## src/sv/wavd_pkg.sv

```systemverilog
// ----------------------------------------------------------------------------
// wavd_pkg
// Types and constants shared by the WAV PCM stream decoder.
// ----------------------------------------------------------------------------
`default_nettype none

package wavd_pkg;

    localparam int unsigned HEADER_BYTES = 44;
    localparam int unsigned POS_W        = 6;
    localparam int unsigned RATE_W       = 32;
    localparam int unsigned CHAN_W       = 16;
    localparam int unsigned WIDTH_W      = 13;
    localparam int unsigned FRAME_W      = CHAN_W + WIDTH_W;
    localparam int unsigned SAMPLE_W     = 64;

    localparam logic [7:0] CH_R    = 8'h52;
    localparam logic [7:0] CH_I    = 8'h49;
    localparam logic [7:0] CH_F    = 8'h46;
    localparam logic [7:0] CH_W    = 8'h57;
    localparam logic [7:0] CH_A    = 8'h41;
    localparam logic [7:0] CH_V    = 8'h56;
    localparam logic [7:0] CH_E    = 8'h45;
    localparam logic [7:0] FMT_PCM = 8'd1;

    localparam logic [POS_W-1:0] POS_CHAN_LO  = 6'd22;
    localparam logic [POS_W-1:0] POS_CHAN_HI  = 6'd23;
    localparam logic [POS_W-1:0] POS_RATE_0   = 6'd24;
    localparam logic [POS_W-1:0] POS_RATE_3   = 6'd27;
    localparam logic [POS_W-1:0] POS_BITS_LO  = 6'd34;
    localparam logic [POS_W-1:0] POS_BITS_HI  = 6'd35;
    localparam logic [POS_W-1:0] POS_SIZE_0   = 6'd40;
    localparam logic [POS_W-1:0] POS_SIZE_3   = 6'd43;

    typedef enum logic [1:0] {
        KIND_HEADER_OK  = 2'd0,
        KIND_SAMPLE     = 2'd1,
        KIND_HEADER_BAD = 2'd2
    } t_kind;

    typedef struct packed {
        t_kind                      kind;
        logic signed [SAMPLE_W-1:0] sample_value;
        logic [CHAN_W-1:0]          channel_index;
        logic                       frame_last;
        logic                       stream_last;
        logic [CHAN_W-1:0]          channel_count;
        logic [WIDTH_W-1:0]         sample_bytes;
        logic [RATE_W-1:0]          sample_rate;
    } t_result;

    // Checks the fixed tag and format bytes of the header.
    function automatic logic tag_match(input logic [POS_W-1:0] pos, input logic [7:0] b);
        logic ok;
        begin
            case (pos)
                6'd0:    ok = (b == CH_R);
                6'd1:    ok = (b == CH_I);
                6'd2:    ok = (b == CH_F);
                6'd3:    ok = (b == CH_F);
                6'd8:    ok = (b == CH_W);
                6'd9:    ok = (b == CH_A);
                6'd10:   ok = (b == CH_V);
                6'd11:   ok = (b == CH_E);
                6'd20:   ok = (b == FMT_PCM);
                6'd21:   ok = (b == 8'd0);
                default: ok = 1'b1;
            endcase
            return ok;
        end
    endfunction

endpackage

`default_nettype wire

```

## src/sv/wav_pcm_stream_decoder.sv

```systemverilog
// ----------------------------------------------------------------------------
// wav_pcm_stream_decoder
// One byte per beat; the output stage registers each result beat.
// Throughput is one byte per cycle while the output stage has room.
// A two-entry output stage keeps input ready registered while results wait.
// Synchronous reset clears all state; the first byte after reset is header byte 0.
// A beat with the start flag set clears the decoder and restarts header parsing.
// ----------------------------------------------------------------------------
`default_nettype none

module wav_pcm_stream_decoder #(
    parameter int unsigned MAX_SAMPLE_BYTES = 8
) (
    input  wire logic         i_clk,
    input  wire logic         i_rst_n,
    input  wire logic         s_axis_tvalid,
    output logic              s_axis_tready,
    input  wire logic [7:0]   s_axis_tdata,   // data_byte
    input  wire logic         s_axis_tuser,   // file_start
    output logic              m_axis_tvalid,
    input  wire logic         m_axis_tready,
    output logic [143:0]      m_axis_tdata,   // sample_value, channel_index,
                                              // channel_count, sample_bytes,
                                              // sample_rate, zero pad
    output logic              m_axis_tlast,   // frame_last
    output logic [2:0]        m_axis_tuser    // result_kind, stream_last
);
    import wavd_pkg::*;

    logic    w_accept;
    logic    w_res_valid;
    t_result w_res;
    t_result w_out;

    assign w_accept = s_axis_tvalid && s_axis_tready;

    wavd_parse #(
        .MAX_SAMPLE_BYTES (MAX_SAMPLE_BYTES)
    ) u_parse (
        .i_clk    (i_clk),
        .i_rst_n  (i_rst_n),
        .i_accept (w_accept),
        .i_byte   (s_axis_tdata),
        .i_start  (s_axis_tuser),
        .o_valid  (w_res_valid),
        .o_result (w_res)
    );

    wavd_skid u_skid (
        .i_clk   (i_clk),
        .i_rst_n (i_rst_n),
        .i_valid (w_accept && w_res_valid),
        .i_data  (w_res),
        .o_ready (s_axis_tready),
        .o_valid (m_axis_tvalid),
        .i_ready (m_axis_tready),
        .o_data  (w_out)
    );

    assign m_axis_tdata = {3'b000, w_out.sample_rate, w_out.sample_bytes,
                           w_out.channel_count, w_out.channel_index,
                           w_out.sample_value};
    assign m_axis_tlast = w_out.frame_last;
    assign m_axis_tuser = {w_out.stream_last, w_out.kind};

endmodule

`default_nettype wire

```

## src/sv/wavd_parse.sv

```systemverilog
// ----------------------------------------------------------------------------
// wavd_parse
// Header parser and sample assembler; one byte per accepted beat.
// ----------------------------------------------------------------------------
`default_nettype none

module wavd_parse #(
    parameter int unsigned MAX_SAMPLE_BYTES = 8
) (
    input  wire logic              i_clk,
    input  wire logic              i_rst_n,
    input  wire logic              i_accept,
    input  wire logic [7:0]        i_byte,
    input  wire logic              i_start,
    output logic                   o_valid,
    output wavd_pkg::t_result      o_result
);
    import wavd_pkg::*;

    localparam int unsigned ASM_W = 8 * MAX_SAMPLE_BYTES;

    typedef enum logic [1:0] {
        PH_HEADER = 2'd0,
        PH_DATA   = 2'd1,
        PH_IDLE   = 2'd2
    } t_phase;

    t_phase             r_phase,  n_phase,  c_phase;
    logic [POS_W-1:0]   r_pos,    n_pos,    c_pos;
    logic               r_hvalid, n_hvalid, c_hvalid;
    logic [CHAN_W-1:0]  r_chan,   n_chan,   c_chan;
    logic [WIDTH_W-1:0] r_width,  n_width,  c_width;
    logic [RATE_W-1:0]  r_rate,   n_rate,   c_rate;
    logic [31:0]        r_left,   n_left,   c_left;
    logic [ASM_W-1:0]   r_asm,    n_asm,    c_asm;
    logic [2:0]         r_bis,    n_bis,    c_bis;
    logic [CHAN_W-1:0]  r_cc,     n_cc,     c_cc;
    logic [FRAME_W-1:0] r_frame;

    logic [ASM_W-1:0]   w_asm;
    logic [63:0]        w_full;
    logic [63:0]        w_value;
    logic [31:0]        w_left_dec;
    logic [31:0]        w_size;
    logic               w_ok;
    logic               w_flast;
    logic               w_slast;
    logic [3:0]         w_bis_inc;

    function automatic logic f_width_ok(input logic [WIDTH_W-1:0] w);
        return ((w == 13'd1) || (w == 13'd2) || (w == 13'd3) || (w == 13'd4)
                || (w == 13'd8)) && (w <= WIDTH_W'(MAX_SAMPLE_BYTES));
    endfunction

    always_comb begin
        if (i_start) begin
            c_phase  = PH_HEADER;
            c_pos    = '0;
            c_hvalid = 1'b1;
            c_chan   = '0;
            c_width  = '0;
            c_rate   = '0;
            c_left   = '0;
            c_asm    = '0;
            c_bis    = '0;
            c_cc     = '0;
        end else begin
            c_phase  = r_phase;
            c_pos    = r_pos;
            c_hvalid = r_hvalid;
            c_chan   = r_chan;
            c_width  = r_width;
            c_rate   = r_rate;
            c_left   = r_left;
            c_asm    = r_asm;
            c_bis    = r_bis;
            c_cc     = r_cc;
        end

        n_phase  = c_phase;
        n_pos    = c_pos;
        n_hvalid = c_hvalid;
        n_chan   = c_chan;
        n_width  = c_width;
        n_rate   = c_rate;
        n_left   = c_left;
        n_asm    = c_asm;
        n_bis    = c_bis;
        n_cc     = c_cc;

        w_asm      = c_asm | (ASM_W'(i_byte) << {c_bis, 3'b000});
        w_full     = 64'(w_asm);
        w_left_dec = c_left - 32'd1;
        w_size     = {i_byte, c_left[23:0]};
        w_ok       = c_hvalid && (c_chan != '0) && f_width_ok(c_width);
        w_flast    = ({1'b0, c_cc} + 17'd1) >= {1'b0, c_chan};
        w_slast    = w_flast && (w_left_dec < 32'(r_frame));
        w_bis_inc  = {1'b0, c_bis} + 4'd1;

        case (c_width[3:0])
            4'd1:    w_value = {{57{~w_full[7]}}, w_full[6:0]};
            4'd2:    w_value = {{48{w_full[15]}}, w_full[15:0]};
            4'd3:    w_value = {{40{w_full[23]}}, w_full[23:0]};
            4'd4:    w_value = {{32{w_full[31]}}, w_full[31:0]};
            default: w_value = w_full;
        endcase

        o_valid  = 1'b0;
        o_result = '0;

        unique case (c_phase)
            PH_HEADER: begin
                if (!tag_match(c_pos, i_byte)) begin
                    n_hvalid = 1'b0;
                end
                if (c_pos == POS_CHAN_LO) begin
                    n_chan[7:0] = i_byte;
                end
                if (c_pos == POS_CHAN_HI) begin
                    n_chan[15:8] = i_byte;
                end
                if ((c_pos >= POS_RATE_0) && (c_pos <= POS_RATE_3)) begin
                    n_rate[{c_pos[1:0], 3'b000} +: 8] = i_byte;
                end
                if (c_pos == POS_BITS_LO) begin
                    n_width[4:0] = i_byte[7:3];
                end
                if (c_pos == POS_BITS_HI) begin
                    n_width[12:5] = i_byte;
                end
                if ((c_pos >= POS_SIZE_0) && (c_pos <= POS_SIZE_3)) begin
                    n_left[{c_pos[1:0], 3'b000} +: 8] = i_byte;
                end
                if (c_pos == POS_SIZE_3) begin
                    n_pos                  = '0;
                    o_valid                = 1'b1;
                    o_result.kind          = w_ok ? KIND_HEADER_OK : KIND_HEADER_BAD;
                    o_result.channel_count = c_chan;
                    o_result.sample_bytes  = c_width;
                    o_result.sample_rate   = c_rate;
                    if (w_ok) begin
                        n_phase = (w_size >= 32'(r_frame)) ? PH_DATA : PH_IDLE;
                    end else begin
                        n_chan  = '0;
                        n_width = '0;
                        n_rate  = '0;
                        n_left  = '0;
                        n_phase = PH_IDLE;
                    end
                    n_asm = '0;
                    n_bis = '0;
                    n_cc  = '0;
                end else begin
                    n_pos = c_pos + 6'd1;
                end
            end
            PH_DATA: begin
                n_left = w_left_dec;
                if ({9'd0, w_bis_inc} < c_width) begin
                    n_asm = w_asm;
                    n_bis = w_bis_inc[2:0];
                end else begin
                    o_valid                = 1'b1;
                    o_result.kind          = KIND_SAMPLE;
                    o_result.sample_value  = w_value;
                    o_result.channel_index = c_cc;
                    o_result.frame_last    = w_flast;
                    o_result.stream_last   = w_slast;
                    n_cc  = w_flast ? '0 : (c_cc + 16'd1);
                    n_asm = '0;
                    n_bis = '0;
                    if (w_slast) begin
                        n_phase = PH_IDLE;
                    end
                end
            end
            default: begin
            end
        endcase
    end

    always_ff @(posedge i_clk) begin
        if (!i_rst_n) begin
            r_phase  <= PH_HEADER;
            r_pos    <= '0;
            r_hvalid <= 1'b1;
            r_chan   <= '0;
            r_width  <= '0;
            r_rate   <= '0;
            r_left   <= '0;
            r_asm    <= '0;
            r_bis    <= '0;
            r_cc     <= '0;
        end else if (i_accept) begin
            r_phase  <= n_phase;
            r_pos    <= n_pos;
            r_hvalid <= n_hvalid;
            r_chan   <= n_chan;
            r_width  <= n_width;
            r_rate   <= n_rate;
            r_left   <= n_left;
            r_asm    <= n_asm;
            r_bis    <= n_bis;
            r_cc     <= n_cc;
        end
    end

    // The frame size settles well before the last header byte needs it.
    always_ff @(posedge i_clk) begin
        r_frame <= FRAME_W'(r_chan) * FRAME_W'(r_width);
    end

endmodule

`default_nettype wire

```

## src/sv/wavd_skid.sv

```systemverilog
// ----------------------------------------------------------------------------
// wavd_skid
// Output register with a skid stage, so the input side sees a registered ready.
// ----------------------------------------------------------------------------
`default_nettype none

module wavd_skid (
    input  wire logic              i_clk,
    input  wire logic              i_rst_n,
    input  wire logic              i_valid,
    input  wire wavd_pkg::t_result i_data,
    output logic                   o_ready,
    output logic                   o_valid,
    input  wire logic              i_ready,
    output wavd_pkg::t_result      o_data
);
    import wavd_pkg::*;

    logic    r_out_valid;
    logic    r_skid_valid;
    t_result r_out;
    t_result r_skid;
    logic    w_move;

    assign w_move  = !r_out_valid || i_ready;
    assign o_ready = !r_skid_valid;
    assign o_valid = r_out_valid;
    assign o_data  = r_out;

    always_ff @(posedge i_clk) begin
        if (!i_rst_n) begin
            r_out_valid  <= 1'b0;
            r_skid_valid <= 1'b0;
        end else if (w_move) begin
            r_out_valid  <= r_skid_valid || i_valid;
            r_skid_valid <= 1'b0;
        end else if (i_valid) begin
            r_skid_valid <= 1'b1;
        end
    end

    always_ff @(posedge i_clk) begin
        if (w_move) begin
            r_out <= r_skid_valid ? r_skid : i_data;
        end
        if (!w_move && i_valid) begin
            r_skid <= i_data;
        end
    end

endmodule

`default_nettype wire

```

## config.mk

```make
export PLATFORM = sky130hd
export DESIGN_NAME = wav_pcm_stream_decoder
export DESIGN_NICKNAME = d
export VERILOG_FILES = /design/src/sv/wavd_pkg.sv /design/src/sv/wav_pcm_stream_decoder.sv /design/src/sv/wavd_parse.sv /design/src/sv/wavd_skid.sv
export SDC_FILE = /design/constraint.sdc
export NUM_CORES = 2
export LEC_CHECK = 0
export BUFFER_PORTS_ARGS = -buffer_cell sky130_fd_sc_hd__buf_2
export CORE_AREA = 5 5 241 243
export DETAILED_ROUTE_END_ITERATION = 10
export DIE_AREA = 0 0 246 248
export PLACE_DENSITY = 0.78
export SLEW_MARGIN = 5
export SYNTH_ARGS = -nofsm -noshare
export SYNTH_HDL_FRONTEND = slang
export SYNTH_SLANG_ARGS = --single-unit
```

## constraint.sdc

```tcl
create_clock -name i_clk -period 17.4 [get_ports i_clk]
set_input_delay 3.48 -clock i_clk [delete_from_list [all_inputs] [get_ports i_clk]]
set_output_delay 3.48 -clock i_clk [all_outputs]
set_load 0.01 [all_outputs]
```

* Yosys cells after proc, flatten, opt, wreduce, memory -nomap -nowiden *
Index checks and enable logic that the tools add are counted.

cells by class
  reductions and logical operators = 24
  bitwise logic cells = 3
  shift-type cells = 3
  order comparisons = 9
  mux-type cells = 64
  eq/ne operators = 32
  multiply operators = 1
  $add $sub $neg = 6

operator list
  kind                                                   count
  two-way mux 32 bit                                     9
  case mux 64 bit (4 select lines)                       1
  two-way mux 64 bit                                     3
  two-way mux 145 bit                                    1
  two-way mux 16 bit                                     8
  case mux 64 bit (2 select lines)                       1
  two-way mux 61 bit                                     2
  two-way mux 83 bit                                     1
  two-way mux 82 bit                                     1
  bitwise mux 32 bit                                     2
  bitwise OR 64 bit                                      1
  case mux 32 bit (2 select lines)                       1
  << shifter 8 x 6 -> 64 bit                             1
  equality test 8 x 7 -> 1 bit (second input constant)   7
  two-way mux 13 bit                                     4
  >= comparator 32 x 29 -> 1 bit                         1
  less-than comparator 32 x 29 -> 1 bit                  1
  case mux 16 bit (2 select lines)                       1
  variable shift 8 x 7 -> 32 bit (first input constant)  1
  indexed part select 8 x 7 -> 32 bit                    1
  subtractor 32 x 1 -> 32 bit (second input constant)    1
  multiplier 16 x 13 -> 29 bit                           1
  equality test 13 x 2 -> 1 bit (second input constant)  2
  equality test 6 x 4 -> 1 bit (second input constant)   4
  other kinds (43)                                       86

storage, ports and cells
  output and inout bits = 150
  flip-flop bits (word level) = 506
  input port bits = 13
  logic and storage cells = 171

* Longest topological paths before layout *
  word-level depth = 12
  mapped depth = 22
  gate-level depth less buffers = 20

* Hierarchy *
Synthesis repeated with hierarchy kept, for this count alone.

unflattened totals
  cell total of the unflattened synthesis = 3188
  area total of the unflattened synthesis = 31510.2 um2

by module, submodules not included
  module                  sequential area each (um2)  times used  cells an instance  area an instance (um2)
  wavd_parse              4284.1                      1           2722               20880.0
  wavd_skid               8748.4                      1           460                10591.4
  wav_pcm_stream_decoder  0.0                         1           6                  38.8

* Worst setup path before layout *
OpenSTA, ideal clock, no wires.

  path kind = input to register
  start point = input m_axis_tready
  end point = register u_skid.r_skid[0] (netlist name) (enable)
  stages on the path = 2
  data arrival time = 16.760 ns
  library setup time = 2.028 ns
  data required time = 15.372 ns
  setup slack = -1.388 ns
  buffers on the path = 0
  path through = nand2b_1 -> a211oi_1

between the ends
  longest elaborated chain between the ends = 3

ends and longest elaborated chain
  what                  line                          source
  from (decl)           wav_pcm_stream_decoder.sv:21  input wire logic m_axis_tready,
  logical OR 1 bit      wavd_skid.sv:25               assign w_move = !r_out_valid || i_ready;
  zero test 1 bit       wavd_skid.sv:46               if (!w_move && i_valid) begin
  logical AND 1 bit     wavd_skid.sv:46
  to (signal assigned)  wavd_skid.sv:47               r_skid <= i_data;
  to (decl)             wavd_skid.sv:22               t_result r_skid;

Every way passes these cells.
A chain may end at the register's enable or synchronous reset.

* Worst setup path in the final report *
  start point = input s_axis_tuser
  end point = register u_skid.r_skid[49] (netlist name) (enable)

between the ends
  longest elaborated chain between the ends = 7
  elaborated cells between the ends (all ways) = 14
  classes of those cells = add/sub (1); order compare (1); eq/ne (2); mux (7); reduce/logical (3)

ends and longest elaborated chain
  what                                  line                          source
  from (decl)                           wav_pcm_stream_decoder.sv:19  input wire logic s_axis_tuser,
  two-way mux 3 bit                     wavd_parse.sv:56              if (i_start) begin
  adder 3 x 1 -> 4 bit                  wavd_parse.sv:98              w_bis_inc = {1'b0, c_bis} + 4'd1;
  less-than comparator 4 x 13 -> 1 bit  wavd_parse.sv:159             if ({9'd0, w_bis_inc} < c_width) begin
  two-way mux 1 bit                     wavd_parse.sv:159
  case mux 1 bit (2 select lines) *     wavd_parse.sv:111             unique case (c_phase)
  logical AND 1 bit *                   wav_pcm_stream_decoder.sv:52  .i_valid (w_accept && w_res_valid),
  logical AND 1 bit *                   wavd_skid.sv:46

Every way passes the cells marked *; elsewhere a longest branch is shown, timed or not.

==> reports/qor.txt <==
run status = finished, final reports clean
synthesized area = 30900 um^2
GRT Resource Usage Total = 26.3%
final setup vio count = 0
CP cell instances = buf_2 -> buf_4 -> inv_4 -> buf_4 -> nand2_1 -> inv_1 -> ha_1 -> and2_1 -> nand2_1 -> a211oi_4 -> buf_4 -> buf_4
worst-skew pair later-pin latency = 600 ps
Final Slew Violations = 0
die area = 61000 um^2
Placement Cell Area = 32100 um^2
initial antenna violation count = 0
setup_tns = 0 ps
worst path bufs/invs = 7
fin nets = 3422
warnings from Yosys = 0
Post-DRT Antenna Nets = 0
post-layout min period = 9070 ps
GRT overflow = 0
Seq/Total Area, Yosys = 42.1%
CTS sink count = 506
post-CTS sizing = 0
leading cell type in the layout, fill and taps excluded = nand2_1
EDFF count, synth = 290
hpwl dp = 55200 um
Leakage = 13.9 nW
FF-to-FF setup slack = 11110 ps
FP Rows = 87
Power per Cell Area = 72.9 nW/um^2
number of I/O port buffers = 159
crit-path most repeated cell = buf_4
TritonCTS clock tree = yes
WL/cell = 21.1 um
DRT Wirelength = 82300 um
P&R area growth vs syn = 8.87%
largest net degree at the start of global routing = 115
Core ar. = 55700 um^2
worst-margin pin slew = 1220 ps
Die Y = 248 um
FFs w/ async S/R, synth = 0%
DR vias = 24.1k
Starting Density = 55.5%
routed vias/inst = 6.18
DP Cell Count = 3807
Post-CTS Hold Buffers = 0
Worst setup SP type = primary input
diode count = 0
Crit-path slowest cell = buf_4
Fin. Hold Viols = 0
arrival time at the worst endpoint = 9290 ps
CTS max path bufs = 3
Most used DFF post-synth = edfxtp_1
Synth Instances = 3076
max_slew headroom = 17.8%
Peak VDD IR = 61.6 uV
final hold slack = 468 ps
CP Data Required Time = 17620 ps
register bit count reported by yosys = 506
RSZ-0062 raised after global routing = no
Clock H-tree levels = 2
Initial DRC Count = 2570
Final Skew = 27.2 ps
Finished Layout Cells = 3898
largest incremental delay on the critical path = 830 ps
Syn Area/Cell = 10.1 um^2
Crit. End Element = flip-flop
Hold/Removal Path Class = flip-flop to flip-flop
Initial DRT Pass Iterations = 6
Ports = 163
crit-path leading delay family = buffers and inverters
clock transition at the registers of the reported paths = 60 ps
most frequent cells in the layout = nand2_1 (330), edfxtp_1 (290), nor2_1 (234)
fmax = 0.110 GHz
max-cap violations = 0
share of cells above drive strength 1 = 12.9%
GP Congestion = 0.955
final instance area = 33700 um^2
CTS root buf = clkbuf_16
first-pass GRT wire length = 130000 um
count of different cell masters after synthesis = 97
DRC viols = 0
Crit Path Max Fanout = 83
CP Class = primary input to flip-flop
period utilization = 52.1%
fillers = 4485
number of global-route vias before repair = 24.2k
die width = 246 um
Setup Fix Bufs, Post-CTS = 0
CTS Buf Count = 49
[report_power, final]
part	switching [W]	leakage, nW	internal (W)
Combinational	0.0000912	8.60	0.0000394
Sequential	0.00000891	4.53	0.00126
Clock	0.000457	0.783	0.000602
[flip-flops by register name, summed over array words and instances (netlist names), 3 cells and up]
register	cells
u_parse.r_cc	16
u_skid.o_data	145
u_parse.r_rate	32
u_parse.r_chan	16
u_parse.r_frame	29
u_parse.r_left	32
u_parse.r_pos	6
u_skid.r_skid	145
u_parse.r_bis	3
u_parse.r_width	13
u_parse.r_asm	64
[Yosys cell counts (all sizes together), types with 8 or more instances]
cell type | n | share of area (%)
a22oi | 77 | 1.9
o21ai | 114 | 1.9
and3 | 103 | 2.1
a21o | 25 | 0.61
nor2b | 50 | 1.0
a211oi | 19 | 0.46
o31ai | 69 | 1.7
nand2 | 332 | 4.0
nor4 | 19 | 0.67
edfxtp | 290 | 28
xor2 | 17 | 0.48
a31oi | 28 | 0.57
ha | 153 | 6.2
nand3 | 35 | 0.62
a32o | 33 | 1.1
o211ai | 10 | 0.24
buf | 56 | 1.1
nor2 | 237 | 2.9
xnor2 | 47 | 1.3
nor3 | 28 | 0.47
nand2b | 15 | 0.30
and2 | 120 | 2.4
mux2 | 81 | 2.9
clkbuf | 166 | 2.0
a22o | 50 | 1.4
dfxtp | 216 | 14
a21oi | 135 | 2.2
o21a | 16 | 0.39
nand4 | 22 | 0.47
or3 | 8 | 0.16
o2bb2ai | 17 | 0.48
inv | 236 | 2.9
fa | 154 | 10
o22ai | 18 | 0.36
[worst paths after layout]
check,from,depth (start not counted),to
max reg2reg,u_parse.r_chan[7],18,u_parse.r_frame[27]
max,s_axis_tuser,12,u_skid.r_skid[49]
min,u_parse.r_rate[15],1,u_parse.r_rate[15]
min reg2reg,u_parse.r_rate[15],1,u_parse.r_rate[15]
[final cells by class]
type / instances / area, um^2 / area share [%]
multi-input combinational: 2114 / 16100 / 47.9
sequential: 506 / 13000 / 38.7
clock buffer: 68 / 1380 / 4.11
timing repair buffer: 195 / 1070 / 3.17
tap: 756 / 946 / 2.81
inverter: 236 / 890 / 2.64
clock inverter: 23 / 209 / 0.621
[kinds of logic (layout without fill, tap and decap cells)]
logic type | after synthesis | in the layout | share of synthesized area (%)
muxes | 82 | 82 | 2.98
AOI/OAI and AO/OA | 655 | 655 | 14.6
adders and majority gates | 308 | 308 | 16.2
and+or+nand+nor | 1002 | 1002 | 16.3
other | 1 | 3 | 0.0121
DFF | 506 | 506 | 42.1
xor gates and xnor gates | 64 | 64 | 1.81
buffers and inverters | 458 | 522 | 5.94
[routing by layer]
layer	part of all wire, %	track usage, %	wire (um)
met2	48	43.8	39200
met1	38	33.8	31500
met5	0	0	0
met4	4.6	11.3	3800
met3	9.5	5.04	7820
[through the flow]
step / setup slack, ps / power (W) / utilization (%)
after floorplan: 132 / 0.00138 / -
after global placement: 8120 / 0.00141 / 57.5
after detailed placement: 7860 / 0.00142 / 57.5
after CTS: 8490 / 0.00246 / 60.4
after global routing: 8010 / 0.00253 / 60.4
final: 8330 / 0.00245 / 60.4
Note: power is estimated with default switching activity, not from simulation.
